**config.mk**
```make
export PLATFORM = sky130hd
export DESIGN_NAME = pfr_cell
export DESIGN_NICKNAME = d
export VERILOG_FILES = /design/src/rtl/pfr_pkg.sv /design/src/rtl/pfr_cell.sv
export SDC_FILE = /design/constraint.sdc
export NUM_CORES = 1
export LEC_CHECK = 0
export BUFFER_PORTS_ARGS = -buffer_cell sky130_fd_sc_hd__clkbuf_2
export CAP_MARGIN = 20
export CORE_MARGIN = 1.5
export CORE_UTILIZATION = 60
export DETAILED_ROUTE_END_ITERATION = 6
export GPL_TIMING_DRIVEN = 0
export PLACE_DENSITY_LB_ADDON = 0.3
export SLEW_MARGIN = 25
export SYNTH_ARGS = -nofsm -noshare
export SYNTH_HDL_FRONTEND = slang
export SYNTH_SLANG_ARGS = --single-unit
```
**constraint.sdc**
```tcl
create_clock -name aclk -period 10.89 [get_ports aclk]
set_input_delay 0.5445 -clock aclk [delete_from_list [all_inputs] [get_ports aclk]]
set_output_delay 0.5445 -clock aclk [all_outputs]
set_load 0.05 [all_outputs]
```
**src/rtl/pfr_pkg.sv**
```systemverilog
`default_nettype none
package pfr_pkg;

    // palette geometry
    localparam int CANDIDATE_COUNT = 16;
    localparam int PALETTE_SIZE    = 256;
    localparam int IDX_W           = 8;
    localparam int GUN_W           = 8;
    localparam int RGB_W           = 3 * GUN_W;
    localparam int DIST_W          = 18;

    // candidate set is clamped to the whole palette
    localparam int CAND_NUM   = (CANDIDATE_COUNT > PALETTE_SIZE) ? PALETTE_SIZE
                                                                 : CANDIDATE_COUNT;
    localparam int CAND_START = PALETTE_SIZE - CAND_NUM;

    // configuration register indexes
    localparam int CFG_IDX_W = 8;
    localparam logic [CFG_IDX_W-1:0] CFG_TARGET_COLOR  = 8'd0;
    localparam logic [CFG_IDX_W-1:0] CFG_FADE_FRACTION = 8'd1;

    // func codes
    localparam logic FUNC_WRITE = 1'b0;
    localparam logic FUNC_QUERY = 1'b1;

    // palette write broadcast to the ram and the candidate cells
    typedef struct packed {
        logic             en;
        logic [IDX_W-1:0] idx;
        logic [GUN_W-1:0] r;
        logic [GUN_W-1:0] g;
        logic [GUN_W-1:0] b;
    } pfr_wr_t;

    // data handed from cell to cell
    typedef struct packed {
        logic              valid;
        logic [IDX_W-1:0]  qidx;
        logic [GUN_W-1:0]  r;
        logic [GUN_W-1:0]  g;
        logic [GUN_W-1:0]  b;
        logic [DIST_W-1:0] sqdist;
        logic [IDX_W-1:0]  best;
    } pfr_link_t;

endpackage
`default_nettype wire

```
**src/rtl/pfr_cell.sv**
```systemverilog
`default_nettype none
module pfr_cell (
    input  wire logic                     aclk,
    input  wire logic                     aresetn,
    input  wire logic [pfr_pkg::IDX_W-1:0] cand_idx,
    input  wire pfr_pkg::pfr_wr_t         wr,
    input  wire pfr_pkg::pfr_link_t       up,
    output pfr_pkg::pfr_link_t            down
);

    logic [pfr_pkg::GUN_W-1:0] cand_r_reg, cand_g_reg, cand_b_reg;
    pfr_pkg::pfr_link_t        down_reg, down_next;

    logic signed [pfr_pkg::GUN_W:0]     dr, dg, db;
    logic signed [2*pfr_pkg::GUN_W+1:0] sr, sg, sb;
    logic [pfr_pkg::DIST_W-1:0]         sqdist;

    // shadow copy of this candidate's colour
    always_ff @(posedge aclk) begin
        if (wr.en && (wr.idx == cand_idx)) begin
            cand_r_reg <= wr.r;
            cand_g_reg <= wr.g;
            cand_b_reg <= wr.b;
        end
    end

    // squared distance of the ideal colour to this candidate
    always_comb begin
        dr     = $signed({1'b0, cand_r_reg}) - $signed({1'b0, up.r});
        dg     = $signed({1'b0, cand_g_reg}) - $signed({1'b0, up.g});
        db     = $signed({1'b0, cand_b_reg}) - $signed({1'b0, up.b});
        sr     = (2*pfr_pkg::GUN_W+2)'(dr) * (2*pfr_pkg::GUN_W+2)'(dr);
        sg     = (2*pfr_pkg::GUN_W+2)'(dg) * (2*pfr_pkg::GUN_W+2)'(dg);
        sb     = (2*pfr_pkg::GUN_W+2)'(db) * (2*pfr_pkg::GUN_W+2)'(db);
        sqdist = pfr_pkg::DIST_W'($unsigned(sr))
               + pfr_pkg::DIST_W'($unsigned(sg))
               + pfr_pkg::DIST_W'($unsigned(sb));
    end

    // keep the running best, lower index wins ties
    always_comb begin
        down_next = up;
        if (sqdist < up.sqdist) begin
            down_next.sqdist = sqdist;
            down_next.best   = cand_idx;
        end
    end

    always_ff @(posedge aclk) begin
        if (!aresetn) begin
            down_reg.valid <= 1'b0;
        end else begin
            down_reg.valid <= up.valid;
        end
        down_reg.qidx   <= down_next.qidx;
        down_reg.r      <= down_next.r;
        down_reg.g      <= down_next.g;
        down_reg.b      <= down_next.b;
        down_reg.sqdist <= down_next.sqdist;
        down_reg.best   <= down_next.best;
    end

    assign down = down_reg;

endmodule
`default_nettype wire

```
### After elaboration in Yosys (flattened, before gate mapping)

Index checks and enable logic that the tools add are counted.

| word-level totals | value |
|---|---|
| bits in registers | 83 |
| bits in latches | 0 |
| memory bits (writable) | 0 |
| memory bits (read-only) | 0 |
| input bits | 102 |
| output and inout bits | 59 |
| word-level logic and storage cells | 22 |
| memories kept | 0 |

| operators by class | value |
|---|---|
| $add $sub $neg | 5 |
| multipliers | 3 |
| div/mod/pow operators | 0 |
| magnitude comparators | 1 |
| equality and inequality tests | 1 |
| shifts and indexed selects | 0 |
| multiplexer cells | 1 |
| bitwise gates (word level) | 0 |
| reductions and logical operators | 1 |

Operators by type and width:

| operator | count |
|---|---|
| $mul A9 B9 Y18 | 3 |
| $add A18 B18 Y18 | 2 |
| $sub A8 B8 Y9 | 3 |
| $mux W26 | 1 |
| $lt A18 B18 Y1 | 1 |
| $eq A8 B8 Y1 | 1 |
| $logic_and A1 B1 Y1 | 1 |

### Depth between registers and ports, before layout

Gate-level depths: netlist of the first run.

| logic depth | value |
|---|---|
| depth after elaboration | 6 |
| mapped depth | 41 |
| mapped depth without buffers | 39 |

### Least setup slack after synthesis of the first run

OpenSTA, ideal clock, no wires.

| path | value |
|---|---|
| path type | input to register |
| start | in up[26] (netlist bit) |
| end | reg down_reg (netlist bit down[17]) |
| setup time | 121 ps |
| data arrival time | 9396 ps |
| data required time | 10769 ps |
| setup slack | 1374 ps |
| stages | 34 |
| path buffers | 1 |
| cell sequence | ha_1 -> inv_1 -> fa_1 -> nand2_1 -> nand2_1 -> a21oi_1 -> o21ai_0 -> a21oi_1 -> o21ai_0 -> a21oi_1 -> nand2_1 -> fa_1 -> inv_1 -> fa_1 -> inv_1 -> fa_1 -> fa_1 -> inv_1 -> fa_1 -> fa_1 -> fa_1 -> fa_1 -> ha_1 -> o21a_1 -> o21ai_0 -> o31ai_1 -> a31oi_1 -> xnor2_1 -> ha_1 -> a21o_1 -> a21o_1 -> a2111oi_4 -> buf_6 -> mux2_2 |

RTL lines:

| item | line | RTL |
|---|---|---|
| start: declaration | pfr_cell.sv:7 | `input wire pfr_pkg::pfr_link_t up,` |
| end: declaration | pfr_cell.sv:12 | `pfr_pkg::pfr_link_t down_reg, down_next;` |

==> metrics list, run 1 <==
- Vias in the first global route: 9036
- Clock tree synthesis found a total of 83 sinks.
- Max-slew violation count: 0
* Setup ws final: 0.546 ns
* Share of synthesized area occupied by flip-flops and latches: 15.9%
* Pre-CTS WS: -0.0883 ns
- Transition time at the pin with the least slew margin: 0.989 ns
- Top post-synthesis cells by area: fa_1 38%, ha_1 15%, inv_1 10%
* Count of flip-flops with a built-in enable after synthesis: 24
* Class of the most critical hold timing path: input port to flop
- Number of nets with antenna violations after detailed routing: 0
* Number of vias per cell: 5.13
* Post-synthesis cell area: 12000 um^2
- Top fanout value on the critical path: 10
- Area of the die: 20800 um^2
* Ys Warns: 0
* Cell area after placement: 13100 um^2
- Final Setup Violations: 0
- Initial DRT Pass Iterations: 5
- The most common cell in the synthesized netlist is inv_1.
- Worst endpoint data arrival time: 10.59 ns
- Total clock buffers created by CTS: 9
- Port buffer count: 160
* Total grt overflow: 0
- In the synthesized netlist, the cells that appear most often are 323 x inv_1, 224 x fa_1, 147 x ha_1, 82 x nor2_1, 63 x nand2_1.
* Slowest-stage cell, CP: xor2_1
- Largest net degree at the start of global routing: 17
- The worst pin sits at a relative slew slack of 33.6%.
- Summing all multi-input logic gate instances after layout gives 8800 um^2.
- Core outline area: 19500 um^2
- Routed wire per std cell: 14.9 um
- Global-route usage over all layers: 25.9%
- Final design area excluding fillers: 13500 um^2
* Share of cells above drive strength 1: 16.0%
- Clock Root Buffer: clkbuf_16
- The share of synthesized area in the top cell type comes to 37.5%.
- From left edge to right edge, the die measures 144 um.
- Inserted Diodes: 0
- I/O pin count: 161
- Syn Nets: 1661
* Number of antenna violations at the first check in global routing: 0
- Global-route wire length before repair: 41000 um
* Total wire length: 24400 um
- The most used flip-flop cell after synthesis is dfxtp_1.
- Of the available clock period, the critical path in the final layout requires 95.0%.
* Largest register FFs: 59
* Largest area contributor in the synthesized netlist: fa_1
- TritonCTS built the clock tree.
- The detailed router finished its first iteration with 468 violations.
- For this run, design rule violations remaining after detail routing come to 0.
- Final Hold Fails: 0
- Largest stage delay on the critical path: 0.55 ns
* Area occupied by registers: 1900 um^2
* Source-to-sink clock delay at the later pin of the worst-skew pair: 0.36 ns
- A synthesized cell averages 10.1 um^2.
* Floorplan die height: 144 um
- Setup slack of the most critical reg-to-reg path: 0.55 ns
* Worst clock skew: 0.00890 ns
* Critical path endpoint category: flop
* Layout filler cell count: 1502
- Area growth, synth to finish: 12.7%
* Cell with the most instances on the worst path: fa_1
- Maximum capacitance violations: 0
* Cts hold-fix bufs: 0
- For the worst setup path, the data required time is 11.13 ns.
- Clock input transition at the sequential cells of the worst setup and hold paths: 0.07 ns
- Largest buffer count on any clock path: 2
- Proportion of synthesized flip-flops having asynchronous set or reset: 0%
- Number of distinct library cells after synthesis: 41
* Vias after detailed routing: 8393
- After the last flow step, the layout net total stands at 1840.
- Final weighted congestion of routability-driven global placement: 0.908
- The worst setup path is launched from a flop.
- HPWL after DPL: 21000 um
* Crit path time final: 10.34 ns
- The H-tree was split into 3 levels.
* Row cnt: 51
- Flop and latch count out of synthesis: 83
- Status: complete, no violations
* Kind of critical path: flop to flop
* F_max: 96.7 MHz
* Instance count of the mapped netlist: 1188
- Starting density of the core: 61.2%
## path summary, 6_finish.rpt
kind | from | endpoint | cells past startpoint
worst max-delay path | cand_g_reg[0]$_DFFE_PP_ | down[16]$_DFF_P_ | 38
worst min-delay path | up[56] | down[56]$_DFF_P_ | 1
worst max register to register | cand_g_reg[0]$_DFFE_PP_ | down[16]$_DFF_P_ | 38
worst min register to register | cand_r_reg[0]$_DFFE_PP_ | down[8]$_DFF_P_ | 4
## stage by stage
| stage | utilization (%) | setup TNS, ns | instances | hold WS [ns] |
|---|---|---|---|---|
| 4_1_cts | 68.8 | 0 | 1634 | 0.273 |
| 3_3_place_gp | 67.0 | 0 | 1613 | 0.647 |
| 2_1_floorplan | - | 0 | 1188 | 0.572 |
| 5_1_grt | 69.0 | -0.0262 | 1637 | 0.275 |
| 6_report | 69.0 | 0 | 1637 | 0.280 |
| 3_5_place_dp | 67.2 | -1.40 | 1618 | 0.649 |
## cell type report
cell class	instances	area share [%]
clock buffer	9	1.67
timing repair buffer	168	6.30
tap	265	2.46
sequential	83	14.1
inverter	328	9.14
buffer	10	0.399
clock inverter	7	0.604
multi-input combinational	767	65.3
## cell usage in the layout, fill, tap and decap left out, types with 6 or more instances in the layout
| master | count |
|---|---|
| fa_1 | 224 |
| nor3_1 | 8 |
| o21ai_0 | 17 |
| nand3_1 | 7 |
| a21oi_1 | 24 |
| clkbuf_16 | 9 |
| ha_1 | 147 |
| xnor2_1 | 47 |
| edfxtp_1 | 24 |
| a21o_1 | 20 |
| or3_1 | 6 |
| dfxtp_1 | 59 |
| nand2_1 | 63 |
| nor4_1 | 6 |
| nand2b_1 | 9 |
| clkbuf_2 | 161 |
| nor2_1 | 82 |
| inv_1 | 323 |
| clkbuf_1 | 7 |
| mux2_2 | 23 |
| xor2_1 | 22 |
## cell families (layout without fill, tap and decap cells)
| kind of cell | count (synthesis) | after routing | share of synthesized area, % |
|---|---|---|---|
| compound gates | 95 | 95 | 5.21 |
| xor+xnor | 71 | 71 | 5.20 |
| fa+ha+maj | 371 | 371 | 52.9 |
| buf+inv | 338 | 522 | 10.7 |
| flops | 83 | 83 | 15.9 |
| mux | 30 | 30 | 2.77 |
| simple gates | 200 | 200 | 7.27 |
## per-layer routing
layer | vias to the layer above | global-route usage [%] | routed length (um)
met2 | 264 | 47.6 | 12900
met5 | - | 0 | 0
met4 | 0 | 8.51 | 619
met3 | 49 | 4.83 | 1540
met1 | 4133 | 30.4 | 9290
li1 | 3947 | - | -
## repair_timing
| action | 4_1_cts | 5_1_grt |
|---|---|---|
| endpoints found under the setup margin | 0 | 26 |
| endpoints found under the hold margin | 0 | 0 |
| gates resized for setup | 0 | 4 |
| buffers inserted | 0 | 3 |
## worst max-delay path: cells and delay by family, from the launching register on
kind	cells	cell delay (ns)
buffers and inverters	9	0.97
DFF	1	0.38
adders and majority gates	12	5.12
AOI/OAI and AO/OA	8	1.58
xor gates and xnor gates	2	0.68
muxes	1	0.32
and+or+nand+nor	6	1.21
Power of run 1 is not shown: default switching activity piles up to over one toggle a cycle in this logic, so the estimate is an artifact.
==> run 2, diff against run 1 <==
CORE_UTILIZATION = 37   (was 60)
TNS_END_PERCENT = 30   (was default)
clock period = 10.3 ns   (was 10.89 ns; I/O delays follow)
==> metrics list, run 2 (synthesis gave the netlist of run 1 again) <==
* Class of the most critical hold timing path: input port to flop
- The number of nets in the layout is 1844 (+0.22%).
- The average via count per standard cell was 4.61 (-10%).
- HPWL after DPL: 22000 um (+4.7%)
- The CTS clock-pin slew for the worst setup and hold paths came to 0.07 ns (about the same).
- The instance count after placement with tap cells included is 1755 (+8.5%).
* Largest buffer count on any clock path: 2 (unchanged)
- Initial DRT Pass Iterations: 5 (unchanged)
- Global-route track usage on met3: 2.16% (-2.7 points)
- Number of nets with antenna violations after detailed routing: 0 (unchanged)
- The required time of the critical path came to 10.55 ns (-0.58 ns).
- Leaving out fill and tap cells, the most frequent cells in the layout are 323 x inv_1, 224 x fa_1, 161 x clkbuf_2, 147 x ha_1, 80 x nor2_1.
- Largest stage delay on the critical path: 0.56 ns (about the same)
- Commonest non-fill, non-tap cell in the layout: inv_1
* Cts hold-fix bufs: 0 (unchanged)
* I/O pin count: 161 (unchanged)
- Kind of critical path: flop to flop
- Total wire length: 24800 um (+1.8%)
- Setup crit start kind: flop
* Setup slack of the most critical reg-to-reg path: 0.60 ns (+0.06 ns)
- The number of levels the H-tree was split into was 3 (unchanged).
- The clock latency reported for the late side of the worst-skew pair was 0.37 ns (about the same).
- The height of the die is 183 um (+27%).
- Port buffer count: 160 (unchanged)
- After global routing, the most crowded layer is met2.
* Row cnt: 65 (+27%)
- The max-slew violation count came to 0 (unchanged).
* Global-route wire length before repair: 41800 um (+1.9%)
* Final Hold Fails: 0 (unchanged)
* Chip Width: 183 um (+27%)
- The met2 usage in global routing was 28.8% (-19 points).
* DRC violations left: 0 (unchanged)
* Top fanout value on the critical path: 10 (unchanged)
- Routed wire per std cell: 14.0 um (-6.3%)
* Cell Count, Final, Fillers Out: 1778 (+8.6%)
* Largest register FFs: 59 (unchanged)
* Final Setup Violations: 0 (unchanged)
- The worst setup path is captured at a flop.
* Area growth, synth to finish: 15.3%
* Relative slew slack: 29.9% (-3.7 points)
- Transition time at the pin with the least slew margin: 1.04 ns (+0.0553 ns)
- Initial DRC Count: 362 (-23%)
- Grt met1 use: 20.3% (-10 points)
* Number of antenna violations at the first check in global routing: 0 (unchanged)
- The fmax was 103 MHz (+6.7%).
* Share of cells above drive strength 1: 17.4% (+1.3 points)
- Final weighted congestion of routability-driven global placement: 0.851 (-6.3%)
- The total congestion overflow was 0 (unchanged).
- The CTS sink count is 83 (unchanged).
- Global-route usage over all layers: 16.2% (-9.7 points)
* Vias in the first global route: 8625 (-4.5%)
- The pin count of the biggest net entering global routing was 15 (-2).
* Slowest-stage cell, CP: fa_1
- Inserted Diodes: 0 (unchanged)
* Cell with the most instances on the worst path: fa_1
- RSZ-0062 raised after global routing: false
- Layout filler cell count: 3125 (+110%)
- Worst endpoint data arrival time: 9.95 ns (-0.64 ns)
- Vias after detailed routing: 8194 (-2.4%)
* Starting density of the core: 37.7% (-24 points)
- Core outline area: 31700 um^2 (+62%)
- The max-cap violation count was 0 (unchanged).
* Clock tree from TritonCTS: done
- Total clock buffers created by CTS: 9 (unchanged)
* Status: complete, no violations
- Worst clock skew: 0.0126 ns (+0.00368 ns)
- Share of the clock period used by the worst path after layout: 94.1% (-0.84 points)
* Crit path time final: 9.70 ns (-0.647 ns)
- The area of the die came to 33400 um^2 (+61%).
- The tree is rooted in a clkbuf_16.
run 2: metal layers:
| layer | share of wire [%] | wire length, um |
|---|---|---|
| met5 | 0 | 0 |
| met4 | 1.6 | 406 |
| met3 | 4.2 | 1030 |
| met2 | 52 | 12900 |
| met1 | 42 | 10500 |
run 2: layout make-up:
class / count / area (um^2) / share of cell area, %
buffer: 9 / 53.8 / 0.390
clock inverter: 3 / 23.8 / 0.172
multi-input combinational: 767 / 8890 / 64.5
clock buffer: 13 / 292 / 2.11
sequential: 83 / 1900 / 13.8
timing repair buffer: 173 / 888 / 6.44
tap: 402 / 503 / 3.65
inverter: 328 / 1230 / 8.93
run 2: stage by stage:
stage | setup TNS [ns] | hold WS, ns | instance area (um^2) | setup slack, ns | utilization (%)
global route | 0 | 0.228 | 13800 | 0.00976 | 43.5
detailed placement | -14.68 | 0.619 | 13300 | -0.632 | 41.9
floorplan | 0 | 0.543 | 12000 | 0.813 | -
finish | 0 | 0.244 | 13800 | 0.603 | 43.5
CTS | 0 | 0.224 | 13700 | 0.0836 | 43.1
global placement | -12.58 | 0.617 | 13300 | -0.548 | 41.8
run 2: worst max-delay path: cells and delay by family (launching register included):
family	cells	cell delay [ns]
xor+xnor	2	0.53
buf+inv	5	0.66
simple gates	5	1.10
mux	1	0.31
flops	1	0.42
fa+ha+maj	11	4.87
compound gates	9	1.68
run 2: what timing repair did:
item	in CTS	in global routing
endpoints found under the setup margin	26	26
gates resized for setup	6	20
buffers inserted	2	6
pin swaps	1	2
run 2: worst paths after layout:
check                          startpoint          endpoint  cells after the start
setup reg to reg  cand_g_reg[1]$_DFFE_PP_  down[16]$_DFF_P_                     33
setup / recovery  cand_g_reg[1]$_DFFE_PP_  down[16]$_DFF_P_                     33
hold / removal                     up[54]  down[54]$_DFF_P_                      1
hold reg to reg   cand_r_reg[0]$_DFFE_PP_   down[8]$_DFF_P_                      4
Power of run 2 is left out for the same reason.
