## src/rtl/pfr_pkg.sv

```systemverilog
`default_nettype none
package pfr_pkg;

    // palette geometry
    localparam int CANDIDATE_COUNT = 16;
    localparam int PALETTE_SIZE    = 256;
    localparam int IDX_W           = 8;
    localparam int GUN_W           = 8;
    localparam int RGB_W           = 3 * GUN_W;
    localparam int DIST_W          = 18;

    // candidate set is clamped to the whole palette
    localparam int CAND_NUM   = (CANDIDATE_COUNT > PALETTE_SIZE) ? PALETTE_SIZE
                                                                 : CANDIDATE_COUNT;
    localparam int CAND_START = PALETTE_SIZE - CAND_NUM;

    // configuration register indexes
    localparam int CFG_IDX_W = 8;
    localparam logic [CFG_IDX_W-1:0] CFG_TARGET_COLOR  = 8'd0;
    localparam logic [CFG_IDX_W-1:0] CFG_FADE_FRACTION = 8'd1;

    // func codes
    localparam logic FUNC_WRITE = 1'b0;
    localparam logic FUNC_QUERY = 1'b1;

    // palette write broadcast to the ram and the candidate cells
    typedef struct packed {
        logic             en;
        logic [IDX_W-1:0] idx;
        logic [GUN_W-1:0] r;
        logic [GUN_W-1:0] g;
        logic [GUN_W-1:0] b;
    } pfr_wr_t;

    // data handed from cell to cell
    typedef struct packed {
        logic              valid;
        logic [IDX_W-1:0]  qidx;
        logic [GUN_W-1:0]  r;
        logic [GUN_W-1:0]  g;
        logic [GUN_W-1:0]  b;
        logic [DIST_W-1:0] sqdist;
        logic [IDX_W-1:0]  best;
    } pfr_link_t;

endpackage
`default_nettype wire

```

## src/rtl/pfr_ctrl.sv

```systemverilog
`default_nettype none
module pfr_ctrl (
    input  wire logic                          aclk,
    input  wire logic                          aresetn,
    // query side of the input channel
    input  wire logic                          s_valid,
    output logic                               s_ready,
    input  wire logic                          s_func,
    input  wire logic [pfr_pkg::IDX_W-1:0]     s_entry_index,
    // configuration writes
    input  wire logic                          cfg_valid,
    output logic                               cfg_ready,
    input  wire logic [pfr_pkg::CFG_IDX_W-1:0] cfg_index,
    input  wire logic [7:0]                    cfg_data,
    // palette read port
    output logic      [pfr_pkg::IDX_W-1:0]     ram_raddr,
    input  wire logic [pfr_pkg::RGB_W-1:0]     ram_rdata,
    // candidate chain
    output pfr_pkg::pfr_link_t                 head,
    input  wire pfr_pkg::pfr_link_t            tail,
    // result channel
    output logic                               m_valid,
    input  wire logic                          m_ready,
    output logic      [pfr_pkg::IDX_W-1:0]     m_queried_index,
    output logic      [pfr_pkg::IDX_W-1:0]     m_fade_index
);

    typedef enum logic [2:0] {
        ST_IDLE, ST_RD_TGT, ST_RD_ENT, ST_FADE, ST_INJECT, ST_RUN, ST_BYPASS
    } state_t;

    localparam int G = pfr_pkg::GUN_W;

    state_t                    state_reg;
    logic [pfr_pkg::IDX_W-1:0] target_reg, qidx_reg;
    logic [7:0]                fade_reg;
    logic [G-1:0]              tgt_r_reg, tgt_g_reg, tgt_b_reg;
    logic [G-1:0]              ideal_r_reg, ideal_g_reg, ideal_b_reg;
    logic                      out_valid_reg;
    logic [pfr_pkg::IDX_W-1:0] out_qidx_reg, out_ridx_reg;

    logic       accept, out_free, bypass;
    logic [6:0] half;

    // move one gun toward the target by floor(diff * half / 128)
    function automatic logic [G-1:0] fade_gun(input logic [G-1:0] orig,
                                              input logic [G-1:0] tgt,
                                              input logic [6:0]   h);
        logic signed [G:0]   d;
        logic signed [G+8:0] p;
        logic [G-1:0]        step;
        d    = $signed({1'b0, orig}) - $signed({1'b0, tgt});
        p    = (G+9)'(d) * (G+9)'($signed({1'b0, h}));
        step = G'(p >>> 7);
        return orig - step;
    endfunction

    assign s_ready   = (state_reg == ST_IDLE);
    assign accept    = s_valid && s_ready;
    assign cfg_ready = 1'b1;
    assign out_free  = !out_valid_reg || m_ready;
    assign half      = fade_reg[7:1];
    assign bypass    = (s_entry_index == '0)
                    || ({1'b0, s_entry_index} >= 9'(pfr_pkg::CAND_START));

    // target entry first, then the queried entry
    assign ram_raddr = (state_reg == ST_RD_TGT) ? target_reg : qidx_reg;

    // configuration registers
    always_ff @(posedge aclk) begin
        if (!aresetn) begin
            target_reg <= '0;
            fade_reg   <= '0;
        end else if (cfg_valid && cfg_ready) begin
            case (cfg_index)
                pfr_pkg::CFG_TARGET_COLOR:  target_reg <= cfg_data;
                pfr_pkg::CFG_FADE_FRACTION: fade_reg   <= cfg_data;
                default: ;
            endcase
        end
    end

    // query sequencer and result register
    always_ff @(posedge aclk) begin
        if (!aresetn) begin
            state_reg     <= ST_IDLE;
            out_valid_reg <= 1'b0;
        end else begin
            if (m_valid && m_ready) begin
                out_valid_reg <= 1'b0;
            end
            case (state_reg)
                ST_IDLE: begin
                    if (accept && (s_func == pfr_pkg::FUNC_QUERY)) begin
                        qidx_reg  <= s_entry_index;
                        state_reg <= bypass ? ST_BYPASS : ST_RD_TGT;
                    end
                end
                ST_RD_TGT: begin
                    state_reg <= ST_RD_ENT;
                end
                ST_RD_ENT: begin
                    tgt_r_reg <= ram_rdata[3*G-1:2*G];
                    tgt_g_reg <= ram_rdata[2*G-1:G];
                    tgt_b_reg <= ram_rdata[G-1:0];
                    state_reg <= ST_FADE;
                end
                ST_FADE: begin
                    ideal_r_reg <= fade_gun(ram_rdata[3*G-1:2*G], tgt_r_reg, half);
                    ideal_g_reg <= fade_gun(ram_rdata[2*G-1:G], tgt_g_reg, half);
                    ideal_b_reg <= fade_gun(ram_rdata[G-1:0], tgt_b_reg, half);
                    state_reg   <= ST_INJECT;
                end
                ST_INJECT: begin
                    if (out_free) begin
                        state_reg <= ST_RUN;
                    end
                end
                ST_RUN: begin
                    if (tail.valid) begin
                        out_valid_reg <= 1'b1;
                        out_qidx_reg  <= tail.qidx;
                        out_ridx_reg  <= tail.best;
                        state_reg     <= ST_IDLE;
                    end
                end
                ST_BYPASS: begin
                    if (out_free) begin
                        out_valid_reg <= 1'b1;
                        out_qidx_reg  <= qidx_reg;
                        out_ridx_reg  <= qidx_reg;
                        state_reg     <= ST_IDLE;
                    end
                end
                default: begin
                    state_reg <= ST_IDLE;
                end
            endcase
        end
    end

    // ideal colour enters the chain with no best yet
    always_comb begin
        head.valid  = (state_reg == ST_INJECT) && out_free;
        head.qidx   = qidx_reg;
        head.r      = ideal_r_reg;
        head.g      = ideal_g_reg;
        head.b      = ideal_b_reg;
        head.sqdist = '1;
        head.best   = '0;
    end

    assign m_valid         = out_valid_reg;
    assign m_queried_index = out_qidx_reg;
    assign m_fade_index    = out_ridx_reg;

endmodule
`default_nettype wire

```

## config.mk

```make
export PLATFORM = sky130hd
export DESIGN_NAME = pfr_ctrl
export DESIGN_NICKNAME = d
export VERILOG_FILES = /design/src/rtl/pfr_pkg.sv /design/src/rtl/pfr_ctrl.sv
export SDC_FILE = /design/constraint.sdc
export NUM_CORES = 1
export LEC_CHECK = 0
export ABC_AREA = 1
export BUFFER_PORTS_ARGS = -buffer_cell sky130_fd_sc_hd__buf_2
export CORE_MARGIN = 4
export CORE_UTILIZATION = 64
export CTS_CLUSTER_DIAMETER = 120
export DETAILED_ROUTE_END_ITERATION = 7
export GPL_TIMING_DRIVEN = 0
export PLACE_DENSITY = 0.89
export SYNTH_ARGS = -nofsm -noshare
export SYNTH_HDL_FRONTEND = slang
export SYNTH_SLANG_ARGS = --single-unit
```

## constraint.sdc

```tcl
create_clock -name aclk -period 13.5 [get_ports aclk]
set_clock_uncertainty 0.2 [all_clocks]
set_input_delay 2.025 -clock aclk [delete_from_list [all_inputs] [get_ports aclk]]
set_output_delay 2.025 -clock aclk [all_outputs]
set_load 0.01 [all_outputs]
```

Yosys cells after proc, flatten, opt, wreduce, memory -nomap -nowiden

Index checks and enable logic that the tools add are counted.

Magnitude comparators: 1
Reduce and logical (&&, ||, !) cells: 18
Equal/unequal tests: 11
Multiply operators: 3
Multiplexer cells: 16
Add/subtract/negate cells: 6

Operators by type and width:

| kind                                                   | count |
|---|---|
| multiplier 9 x 8 -> 15 bit                             | 3 |
| two-way mux 8 bit                                      | 4 |
| case mux 8 bit (2 select lines)                        | 2 |
| subtractor 8 x 8 -> 9 bit                              | 3 |
| subtractor 8 bit                                       | 3 |
| case mux 3 bit (7 select lines)                        | 1 |
| zero test 8 bit                                        | 2 |
| two-way mux 3 bit                                      | 5 |
| equality test 3 bit (second input constant)            | 3 |
| equality test 8 x 1 -> 1 bit (second input constant)   | 1 |
| >= comparator 8 bit (second input constant)            | 1 |
| AND reduction 2 bit                                    | 4 |
| AND reduction 4 bit                                    | 2 |
| equality test 3 x 2 -> 1 bit (second input constant)   | 2 |
| inequality test 2 bit (second input constant)          | 3 |
| logical AND 1 bit                                      | 4 |
| equality test 3 x 1 -> 1 bit (second input constant)   | 1 |
| zero test 3 bit                                        | 1 |
| two-way mux 1 bit                                      | 3 |
| AND reduction 3 bit                                    | 1 |
| logical OR 1 bit                                       | 2 |
| inequality test 2 x 1 -> 1 bit (second input constant) | 1 |
| case mux 1 bit (2 select lines)                        | 1 |
| nonzero test 2 bit                                     | 1 |
| zero test 1 bit                                        | 1 |

Output and inout bits: 86
Register bits: 92

Logic depth before layout (Yosys ltp)

Gate-level depths: netlist (run 1).

Word-level depth: 5
Depth in mapped cells: 39

Worst setup path after synthesis (run 1)

Ideal clock, no wire load.

Kind: input-to-reg
Start: input port ram_rdata[16] (netlist bit)
End: register ideal_r_reg[7], data pin
Arrival time: 7494 ps
Stages on the path: 35
Setup slack: 5557 ps
Setup time: 249 ps
Cell sequence: inv_1 ha_1 fa_1 inv_1 nand3_1 nand2_1 a21oi_1 xnor2_1 nand2_1 fa_1 inv_1 fa_1 fa_1 inv_1 fa_1 inv_1 ha_1 a21oi_1 nor2_1 a211oi_1 nand2_1 nand2_1 nand2_1 ha_1 a21oi_1 o21ai_0 nand2b_1 inv_1 nand2_1 nand2_1 nand2_1 nand2_1 nand2_1 nand2_1 inv_1

Word-level cells in the longest chain between the ends: 3

Ends and longest elaborated chain:

| what                       | RTL line        | RTL |
|---|---|---|
| start: declaration         | pfr_ctrl.sv:17  | `input wire logic [pfr_pkg::RGB_W-1:0] ram_rdata,` |
| subtractor 8 x 8 -> 9 bit  | pfr_ctrl.sv:52  | `d = $signed({1'b0, orig}) - $signed({1'b0, tgt});` |
| multiplier 9 x 8 -> 15 bit | pfr_ctrl.sv:53  | `p = (G+9)'(d) * (G+9)'($signed({1'b0, h}));` |
| subtractor 8 bit *         | pfr_ctrl.sv:55  | `return orig - step;` |
| end signal: assignment     | pfr_ctrl.sv:109 | `ideal_r_reg <= fade_gun(ram_rdata[3*G-1:2*G], tgt_r_reg, half);` |
| end: declaration           | pfr_ctrl.sv:38  | `logic [G-1:0] ideal_r_reg, ideal_g_reg, ideal_b_reg;` |

Mark *: on every way between the ends. The rest lies on a longest branch, timed or not.
A chain may end at the register's enable or synchronous reset.

Worst setup path after layout (run 1)

Start: input port ram_rdata[0] (netlist bit)
End: register ideal_b_reg[6], data pin

Word-level cells in the longest chain between the ends: 3

Ends and longest elaborated chain:

| what                       | RTL line        | RTL |
|---|---|---|
| subtractor 8 x 8 -> 9 bit  | pfr_ctrl.sv:52  |  |
| multiplier 9 x 8 -> 15 bit | pfr_ctrl.sv:53  |  |
| subtractor 8 bit *         | pfr_ctrl.sv:55  |  |
| end signal: assignment     | pfr_ctrl.sv:111 | `ideal_b_reg <= fade_gun(ram_rdata[G-1:0], tgt_b_reg, half);` |
| end: declaration           | pfr_ctrl.sv:38  |  |

Marked as above.

==> impl_metrics.py, run 1 <==
metrics = {
    "synth": {
        "async_flop_share": 0,
        "yosys_warnings": 0,
        "synth_cell_types": 46,
        "netlist_instances": 1500,
        "synth_top_area_cell": "fa_1",
        "ys_seq_area_frac": 0.210,
        "netlist_area_um2": 12100,
        "synth_edf_count": 72,
        "syn_area_per_cell_um2": 8.08,
        "ys_ff_latch": 91,
        "synth_top_area_frac": 0.233,
        "synth_ff_type": "edfxtp_1",
        "ys_top_cells_by_area": "fa_1 (23%), edfxtp_1 (18%), ha_1 (13%)",
        "netlist_top_cells_count": "inv_1 (318), nand2_1 (287), nor2_1 (171)",
        "yosysMostFrequentCell": "inv_1",
    },
    "place": {
        "detailedPlace.worstSlack_ps": 4760,
        "place_area_um2": 13200,
        "post-place-cells": 1889,
        "gp_congestion": 0.928,
        "hpwlAfterDp_um": 23900,
        "numPortBuffers": 129,
    },
    "detailed_routing": {
        "drtPass1Iterations": 6,
        "post-route-drc-count": 0,
        "vias_per_cell": 5.51,
        "wirelength_um": 30100,
        "postRouteAntennaNets": 0,
        "wl_per_cell_um": 15.8,
        "vias": 10500,
        "drt-initial-drc-count": 682,
    },
    "floorplan": {
        "row_count": 50,
        "die-area_um2": 21200,
        "core_area_um2": 18600,
        "die-width_um": 146,
        "die_h_um": 146,
        "start_util": 0.650,
        "ios": 199,
    },
    "clock_tree": {
        "clk_pin_slew_ps": 70,
        "cts_buffers": 9,
        "cts_tree": "yes",
        "cts_setup_buffers": 0,
        "clk_path_buf_depth": 2,
        "insertion_delay_ps": 380,
        "cts_sinks": 91,
        "holdBufCountCts": 0,
        "cts_root_buf": "clkbuf_16",
        "cts-htree-levels": 3,
        "cts-resized-gates": 0,
    },
    "critical_path": {
        "critPathBufInv": 6,
        "rr_worst_depth": 34,
        "r2r_slack_ps": 6440,
        "crit_type": "in2reg",
        "cpMostUsedCell": "nand2_1",
        "endpoint_kind": "flip-flop",
        "r2r_end": "ideal_r_reg[7]",
        "r2r_start": "tgt_r_reg[0]",
        "worstPathRequired_ps": 13410,
        "cp.arrival_ps": 8390,
        "crit_fanout": 6,
        "worst_path_dominant_cell_family": "adder cells",
        "crit_slowest_cell": "fa_1",
        "startpoint_type": "input port",
        "cpPeakStageDelay_ps": 500,
        "path_depth": 32,
    },
    "sta": {
        "fin_crit_sh": 0.628,
        "layout_setup_ws_ps": 5020,
        "worst_pin_slew_ps": 1150,
        "slew_headroom": 0.226,
        "max_freq_mhz": 118,
        "maxSlewViolCount": 0,
        "period_minus_slack_ps": 8480,
        "setup_viol": 0,
        "final_hold_viol_count": 0,
        "fin_setup_tns_ps": 0,
        "rsz0062_at_grt": "no",
    },
    "grt": {
        "grt_pass1_vias": 10700,
        "grt_use_total": 0.285,
        "antenna_found_initial": 0,
        "grt_pass1_wl_um": 49700,
        "grt_overflow": 0,
        "grt_max_degree": 25,
    },
    "final_layout": {
        "stdcell_count": 1905,
        "diodes": 0,
        "syn2layout_area_growth_pct": 11.3,
        "drive_gt1_frac": 0.127,
        "nFillCells": 1325,
        "fin_nets": 2046,
        "fin_area_um2": 13500,
    },
    "pwr": {
        "leakagePower_uw": 0.00693,
        "power_density_nw_per_um2": 54.4,
        "vdd_drop_max_mv": 0.0767,
    },
    "min_path": {
        "hp-class": "reg2reg",
        "holdCritStartpoint": "target_reg[0]",
        "min_path_cells": 2,
        "hold_end": "target_reg[0]",
    },
    "run": {
        "maxCapViolCount": 0,
    },
    "outcome": {
        "outcome": "finished, final reports clean",
    },
}
==> cell families after synthesis <==
family,after synthesis,synth area share
and+or+nand+nor,572,0.200
adders and majority gates,267,0.363
xor gates and xnor gates,45,0.0325
other,2,0.000620
buffers and inverters,381,0.128
DFF,91,0.210
AOI/OAI and AO/OA,142,0.0663
==> where the power goes <==
group	total, µW	leakage [µW]	internal, µW	switching (µW)
Combinational	154	0.00598	53.3	101
Clock	269	0.000149	132	137
Sequential	311	0.000802	309	2.72
Total	734	0.00693	494	240
==> how the worst max path moves through the flow <==
stage / from / slack, ps / to
5_1_grt: ram_rdata[8] / 4630 / ideal_g_reg[7]
4_1_cts: ram_rdata[8] / 5100 / ideal_g_reg[7]
2_1_floorplan: ram_rdata[16] / 5560 / ideal_r_reg[7]
3_5_place_dp: ram_rdata[16] / 4760 / ideal_r_reg[7]
3_3_place_gp: ram_rdata[16] / 4870 / ideal_r_reg[7]
6_report: ram_rdata[0] / 5020 / ideal_b_reg[6]
==> final cells by class <==
cell class | instances | area, µm² | share of cell area
Buffer | 47 | 293 | 0.0217
Clock buffer | 9 | 225 | 0.0167
Clock inverter | 7 | 81.3 | 0.00603
Inverter | 334 | 1260 | 0.0933
Multi-Input combinational cell | 1053 | 8140 | 0.603
Sequential cell | 91 | 2540 | 0.188
Tap cell | 234 | 293 | 0.0217
Timing Repair Buffer | 130 | 657 | 0.0487
==> routing by layer <==
| layer | part of all wire | vias up | track usage |
|---|---|---|---|
| met5 | 0 | - | 0 |
| li1 | - | 4946 | - |
| met3 | 0.064 | 104 | 0.0470 |
| met2 | 0.52 | 450 | 0.523 |
| met4 | 0.041 | 0 | 0.112 |
| met1 | 0.37 | 4991 | 0.334 |
==> worst register-to-register path: cells and delay by family, from the launching register on <==
kind | cells | cell delay [ps]
adders and majority gates | 8 | 3370
AOI/OAI and AO/OA | 4 | 540
DFF | 1 | 410
and+or+nand+nor | 16 | 1530
buffers and inverters | 5 | 350
xor gates and xnor gates | 1 | 420
==> placed cells by master, fill, tap and decap left out, types with 13 or more instances in the layout <==
| master | synthesis | final |
|---|---|---|
| inv_1 | 318 | 318 |
| nand2_1 | 287 | 287 |
| nor2_1 | 171 | 169 |
| fa_1 | 141 | 141 |
| buf_2 | 3 | 132 |
| ha_1 | 126 | 126 |
| edfxtp_1 | 72 | 72 |
| a21oi_1 | 69 | 69 |
| nand3_1 | 51 | 51 |
| o21ai_1 | 28 | 28 |
| buf_4 | 28 | 28 |
| conb_1 | 2 | 27 |
| xnor2_1 | 25 | 25 |
| xor2_1 | 20 | 20 |
| dfxtp_1 | 19 | 19 |
| nand3b_1 | 15 | 15 |
| nand4_1 | 14 | 14 |
| clkbuf_1 | 13 | 13 |
==> stage by stage <==
step           total power (µW)   util  hold WS [ps]
3_3_place_gp                459  0.706           246
5_1_grt                     763  0.724           276
4_1_cts                     731  0.724           263
2_1_floorplan               417      -           230
3_5_place_dp                466  0.707           252
6_report                    734  0.724           261
No activity file was read; power rests on OpenSTA's default activity.
==> run 2: changes to the inputs <==
CORE_UTILIZATION = 59   (was 64)
PLACE_DENSITY = 0.83   (was 0.89)
clock period = 8.5 ns   (was 13.5 ns; I/O delays follow)
==> impl_metrics.py, run 2 (synthesis results as in run 1) <==
metrics = {
    "outcome": {
        "outcome": "finished, final reports clean",
    },
    "detailed_routing": {
        "drt-initial-drc-count": 595,
        "postRouteAntennaNets": 0,
        "wirelength_um": 28400,
        "post-route-drc-count": 0,
        "vias_per_cell": 5.23,
        "vias": 10100,
        "drtPass1Iterations": 6,
        "wl_per_cell_um": 14.6,
    },
    "final_layout": {
        "fin_util": 0.669,
        "layout_common_cells": "inv_1 (318), nand2_1 (287), nor2_1 (169)",
        "diodes": 0,
        "syn2layout_area_growth_pct": 11.7,
        "drive_gt1_frac": 0.127,
        "nFillCells": 1609,
        "final_common_cell": "inv_1",
        "fin_nets": 2046,
    },
    "sta": {
        "fin_setup_tns_ps": 0,
        "slew_headroom": 0.268,
        "max_freq_mhz": 130,
        "rsz0062_at_grt": "no",
        "period_minus_slack_ps": 7700,
        "final_hold_viol_count": 0,
        "maxSlewViolCount": 0,
        "setup_viol": 0,
        "worst_pin_slew_ps": 1090,
        "fin_crit_sh": 0.906,
    },
    "grt": {
        "grt_pass1_vias": 10400,
        "grt_pass1_wl_um": 47000,
        "grt_use_total": 0.255,
        "grt_max_degree": 25,
        "grt_overflow": 0,
        "antenna_found_initial": 0,
    },
    "critical_path": {
        "crit_slowest_cell": "fa_1",
        "startpoint_type": "input port",
        "crit_type": "in2reg",
        "cp.arrival_ps": 7640,
        "worst_path_dominant_cell_family": "adder cells",
        "critPathBufInv": 7,
        "crit_fanout": 4,
        "cpPeakStageDelay_ps": 560,
        "endpoint_kind": "flip-flop",
        "worstPathRequired_ps": 8440,
        "cpMostUsedCell": "nand2_1",
    },
    "floorplan": {
        "die-area_um2": 22900,
        "start_util": 0.599,
        "core_area_um2": 20200,
        "row_count": 52,
        "die-width_um": 151,
        "die_h_um": 151,
        "ios": 199,
    },
    "pwr": {
        "vdd_drop_max_mv": 0.0851,
        "leakagePower_uw": 0.00693,
        "power_density_nw_per_um2": 85.4,
    },
    "place": {
        "hpwlAfterDp_um": 23100,
        "gp_congestion": 0.913,
        "numPortBuffers": 129,
    },
    "clock_tree": {
        "clk_path_buf_depth": 2,
        "insertion_delay_ps": 360,
        "holdBufCountCts": 0,
        "cts_sinks": 91,
        "cts_tree": "yes",
        "cts_buffers": 9,
        "cts_root_buf": "clkbuf_16",
        "cts-htree-levels": 3,
        "cts-resized-gates": 0,
        "clk_pin_slew_ps": 80,
        "cts_setup_buffers": 0,
    },
    "run": {
        "maxCapViolCount": 0,
    },
    "min_path": {
        "hp-class": "reg2reg",
    },
}
## run 2: cell counts in the layout (fill, tap and decap cells not counted)
Identical to the previous run, type by type.
## run 2: final timing paths
check	from	end	slack [ps]	cells after the start
setup / recovery	ram_rdata[16]	ideal_r_reg[7]	800	36
hold / removal	target_reg[4]	target_reg[4]	260	2
setup reg to reg	tgt_r_reg[0]	ideal_r_reg[7]	1490	34
hold reg to reg	target_reg[4]	target_reg[4]	260	2
## run 2: power breakdown
group,total [µW],internal [µW],switching (µW)
Combinational,238,84.3,154
Sequential,494,490,4.03
Clock,423,210,214
Total,1160,784,372
## run 2: area by class of cell
cell class / count / area (µm²) / share of cell area
timing repair buffer: 130 / 657 / 0.0485
clock buffer: 9 / 225 / 0.0166
multi-input combinational: 1053 / 8140 / 0.601
tap: 270 / 338 / 0.0250
inverter: 334 / 1260 / 0.0930
clock inverter: 7 / 81.3 / 0.00601
buffer: 47 / 293 / 0.0216
sequential: 91 / 2540 / 0.188
## run 2: worst min-delay path: cells and delay by family, from the launching register on
kind | cells | cell delay [ps]
buf+inv | 1 | 60
compound gates | 1 | 50
flops | 1 | 300
## run 2: per-stage QoR
step | hold slack, ps | power (µW) | instances | setup slack, ps | cell area [µm²]
5_1_grt | 286 | 1210 | 1941 | 239 | 13500
3_3_place_gp | 243 | 731 | 1924 | 596 | 13200
3_5_place_dp | 250 | 738 | 1925 | 481 | 13200
2_1_floorplan | 230 | 663 | 1525 | 1310 | 12200
4_1_cts | 263 | 1150 | 1941 | 824 | 13500
6_report | 259 | 1160 | 1941 | 795 | 13500
## run 2: per-layer routing
| metal | vias to the layer above | part of all wire | global-route usage |
|---|---|---|---|
| met3 | 76 | 0.053 | 0.0377 |
| met5 | - | 0 | 0 |
| met2 | 340 | 0.51 | 0.441 |
| met1 | 4787 | 0.41 | 0.322 |
| li1 | 4940 | - | - |
| met4 | 0 | 0.032 | 0.102 |
